<file path="config.mk">
export PLATFORM = sky130hd
export DESIGN_NAME = pbem_check
export DESIGN_NICKNAME = d
export VERILOG_FILES = /design/src/hw/rtl/pbem_pkg.sv /design/src/hw/rtl/pbem_check.sv
export SDC_FILE = /design/constraint.sdc
export NUM_CORES = 1
export LEC_CHECK = 0
export BUFFER_PORTS_ARGS = -buffer_cell sky130_fd_sc_hd__buf_2
export CORE_UTILIZATION = 40
export DETAILED_ROUTE_END_ITERATION = 8
export PLACE_DENSITY = 0.75
export SYNTH_ARGS = -nofsm -noshare
export SYNTH_HDL_FRONTEND = slang
export SYNTH_SLANG_ARGS = --single-unit
export TNS_END_PERCENT = 10
</file>
<file path="constraint.sdc">
create_clock -name vclk -period 3.8
set_input_delay 0.19 -clock vclk [all_inputs]
set_output_delay 0.19 -clock vclk [all_outputs]
set_load 0.005 [all_outputs]
</file>
<file path="src/hw/rtl/pbem_pkg.sv">
// ----------------------------------------------------------------------------
// pbem_pkg
// Types and constants shared by the protected big-endian memory block.
// ----------------------------------------------------------------------------
package pbem_pkg;

    localparam logic [1:0] CMD_READ  = 2'd0;
    localparam logic [1:0] CMD_WRITE = 2'd1;
    localparam logic [1:0] CMD_FETCH = 2'd2;

    localparam logic [1:0] SIZE_BYTE = 2'd0;
    localparam logic [1:0] SIZE_WORD = 2'd1;
    localparam logic [1:0] SIZE_LONG = 2'd2;

    localparam logic [2:0] USER_FC_MAX      = 3'd2;
    localparam int         LOW_VECTOR_LIMIT = 1024;

    localparam logic       REG_REGION_SIZE = 1'b0;
    localparam logic       REG_PROTECT     = 1'b1;

    localparam logic [16:0] REGION_SIZE_RESET = 17'h10000;
    localparam logic        PROTECT_RESET     = 1'b1;

    typedef struct packed {
        logic [1:0]  command;
        logic [1:0]  access_size;
        logic [31:0] address;
        logic [31:0] write_data;
        logic [2:0]  function_code;
    } in_item_t;

    typedef struct packed {
        logic        ok;
        logic [31:0] read_data;
    } out_item_t;

    typedef struct packed {
        logic            ok;
        logic            wr;
        logic [3:0]      en;
        logic [3:0]      carry;
        logic [3:0][7:0] wbyte;
    } lane_ctl_t;

endpackage

</file>
<file path="src/hw/rtl/pbem_check.sv">
// ----------------------------------------------------------------------------
// pbem_check
// Bounds and protection check, and byte lane steering for one access.
// ----------------------------------------------------------------------------
module pbem_check #(
    parameter int MEM_BYTES = 65536
) (
    input  pbem_pkg::in_item_t  item,
    input  logic [16:0]         region_size,
    input  logic                protect_low_vectors,
    output pbem_pkg::lane_ctl_t ctl
);

    localparam logic [24:0] MEM_LIMIT = 25'(MEM_BYTES);

    logic [24:0] limit;
    logic [33:0] end_addr;
    logic [2:0]  len;
    logic [1:0]  lenm1;
    logic        size_ok;
    logic        cmd_ok;
    logic        prot_fault;
    logic        bound_fault;
    logic [1:0]  a0;

    always_comb
    begin
        size_ok = 1'b1;
        len     = 3'd1;
        lenm1   = 2'd0;
        unique case (item.access_size)
            pbem_pkg::SIZE_BYTE:
            begin
                len   = 3'd1;
                lenm1 = 2'd0;
            end
            pbem_pkg::SIZE_WORD:
            begin
                len   = 3'd2;
                lenm1 = 2'd1;
            end
            pbem_pkg::SIZE_LONG:
            begin
                len   = 3'd4;
                lenm1 = 2'd3;
            end
            default:
            begin
                size_ok = 1'b0;
            end
        endcase
    end

    always_comb
    begin
        limit       = (25'(region_size) > MEM_LIMIT) ? MEM_LIMIT : 25'(region_size);
        end_addr    = {2'b00, item.address} + 34'(len);
        cmd_ok      = (item.command == pbem_pkg::CMD_READ)
                   || (item.command == pbem_pkg::CMD_WRITE)
                   || (item.command == pbem_pkg::CMD_FETCH);
        prot_fault  = protect_low_vectors
                   && (item.address < 32'(pbem_pkg::LOW_VECTOR_LIMIT))
                   && ((item.function_code <= pbem_pkg::USER_FC_MAX)
                       || (item.command == pbem_pkg::CMD_FETCH));
        bound_fault = end_addr > 34'(limit);
        a0          = item.address[1:0];
    end

    always_comb
    begin
        logic [1:0] k;
        logic [1:0] idx;
        ctl.ok = size_ok && cmd_ok && !prot_fault && !bound_fault;
        ctl.wr = item.command == pbem_pkg::CMD_WRITE;
        for (int b = 0; b < 4; b++)
        begin
            k   = 2'(b) - a0;
            idx = lenm1 - k;
            ctl.en[b]    = k <= lenm1;
            ctl.carry[b] = 2'(b) < a0;
            ctl.wbyte[b] = item.write_data[8*idx +: 8];
        end
    end

endmodule

</file>
==> flow_summary.json <==
{
  "status": "completed",
  "vdd_drop_max_v": 0.00009171,
  "cp-start-kind": "primary input",
  "drtIter0Drc": 88,
  "cap_viol_max_count": 0,
  "syn_to_final_growth_pct": 35.16,
  "worst-path-stages": 19,
  "period_share_pct": 93.77,
  "antenna_cells": 0,
  "path_cells": "buf_2 -> inv_2 -> ha_4 -> ha_1 -> inv_1 -> fa_2 -> a21boi_2 -> a211oi_4 -> and2_4 -> nand4_1 -> xnor2_1 -> ha_1 -> nand4_1 -> a21oi_1 -> a211oi_2 -> o31ai_1 -> a21o_1 -> nor4_2 -> buf_2",
  "start_util_pct": 41.82,
  "viasPerCell": 5.732,
  "pre_cts_ws_ns": -0.06634,
  "power_w": 0.0005339,
  "portBuffers": 130,
  "syn_avg_cell_area_um2": 8.931,
  "critPathMaxStageDelay_ns": 0.33,
  "grt_util_all_layers_pct": 21.71,
  "ys_warn_count": 0,
  "hold_depth": 3,
  "criticalPathCategory": "primary input to primary output",
  "finalMaxSlewViolations": 0,
  "syn_area_um2": 2331,
  "cp_num_buf_inv": 4,
  "synth_area_leaders": "mux4_2, ha_1, nand2_1",
  "core_um2": 5574,
  "die-area_um2": 6136,
  "ant_nets": 0,
  "place_congestion": 0.8841,
  "routed_wl_um": 6841,
  "fp-row-count": 27,
  "yosysMostFrequentCell": "mux4_2",
  "crit_slowest_cell": "fa_2",
  "drc": 0,
  "nFlopsAndLatches": 0,
  "min_period_ns": 3.563,
  "timing.fmax_mhz": 280.6,
  "ys_types": 52,
  "nNetsFinal": 514,
  "final_util_pct": 56.52,
  "hold_violations": 0,
  "cellPowerDensity_nw_per_um2": 169.5,
  "syn_nets": 383,
  "layout_setup_ws_ns": 0.2366,
  "worst_pin_slew_ns": 0.5659,
  "crit_arrival_ns": 3.37,
  "vias": 2648,
  "grt_pass1_vias": 2497,
  "synth_top_area_share_pct": 30.92,
  "die_h_um": 78.34,
  "hpwlAfterDp_um": 5900,
  "end_kind": "primary output",
  "wl_per_cell_um": 14.81,
  "synth_top_area_cell": "mux4_2",
  "slew_headroom_pct": 62.27,
  "drt-pass1-iter-count": 4,
  "cp_max_fo": 3,
  "synth_common_cells": "mux4_2, ha_1, nand2_1",
  "total_leakage_power_nw": 1.428,
  "pin_count": 131,
  "whs_ns": 0.6141,
  "seq_area_frac_synth_pct": 0,
  "setup_viol": 0,
  "hp-class": "primary input to primary output",
  "critical_path_required_ns": 3.61,
  "final-seq-area_um2": 0,
  "hold_buffers": 0,
  "grt_start_max_net_pins": 38,
  "antenna_found_initial": 0,
  "synth_cells": 261,
  "die_x_um": 78.34,
  "n_clock_buffer": 0,
  "overflow": 0,
  "grt_pass1_wl_um": 10970,
  "crit_family": "adder cells",
  "drive_above_1_share_pct": 49.74
}
-- final cells by class --
class              count  area (um^2)
fillers              516         2424
multi-input cells    233         2267
repair buffers       141        733.2
well taps             72        90.09
inverters             16        60.06
-- stage by stage --
stage / instances / area (um^2) / TNS, ns
finish: 462 / 3151 / 0
global route: 462 / 3151 / -0.03786
CTS: 461 / 3118 / 0
detailed placement: 461 / 3092 / -0.06634
global placement: 461 / 3092 / 0
floorplan: 261 / 2331 / 0
-- kinds of logic after synthesis --
family,count (synthesis),share of synthesized area [%]
AND/OR/NAND/NOR,103,23.78
adder cells (fa/ha/maj),33,18.68
buffers and inverters,28,5.046
AO/OA/AOI/OAI,46,14.38
other,1,0.1609
multiplexers,33,31.56
XOR/XNOR,17,6.387
-- placed cells by master, fill, tap and decap left out, drive strengths merged, types with 2 or more instances in the layout --
cell and n:
nor3 7, buf 141, xnor2 10, o31ai 4
o21a 2, o21ai 4, a211oi 7, ha 30
nor2 12, a21oi 9, nand2b 3, nor4 10
a21boi 2, and2 5, o21bai 2, and3 5
mux4 32, nand3 13, a21o 7, nand2 28
inv 16, fa 3, nand4 9, xor2 7
nor2b 3, o2111ai 2
-- tightest hold or removal path, stage by stage --
cell,delay [ns]
buf_2,0.09
nor2b_1,0.03
buf_2,0.11
-- worst paths after layout --
kind,from,end
setup / recovery,item[67],ctl[41]
hold / removal,item[70],ctl[40]
-- repair_timing --
action,4_1_cts,5_1_grt
setup endpoints to repair,1,1
setup buffers,0,1
gates resized for setup,6,8
pin swaps,2,13
-- routing by layer --
metal,GRT usage [%],wire length [um]
met1,25.27,2697
met2,43.25,3630
met3,1.860,455
met4,3.148,57
met5,0,0
-- report_power, final --
group          leakage (nW)  internal, W  switching, W
clock                     0            0             0
sequential                0            0             0
combinational          1.43     0.000290      0.000244
Power figures use the tool's default switching activity.
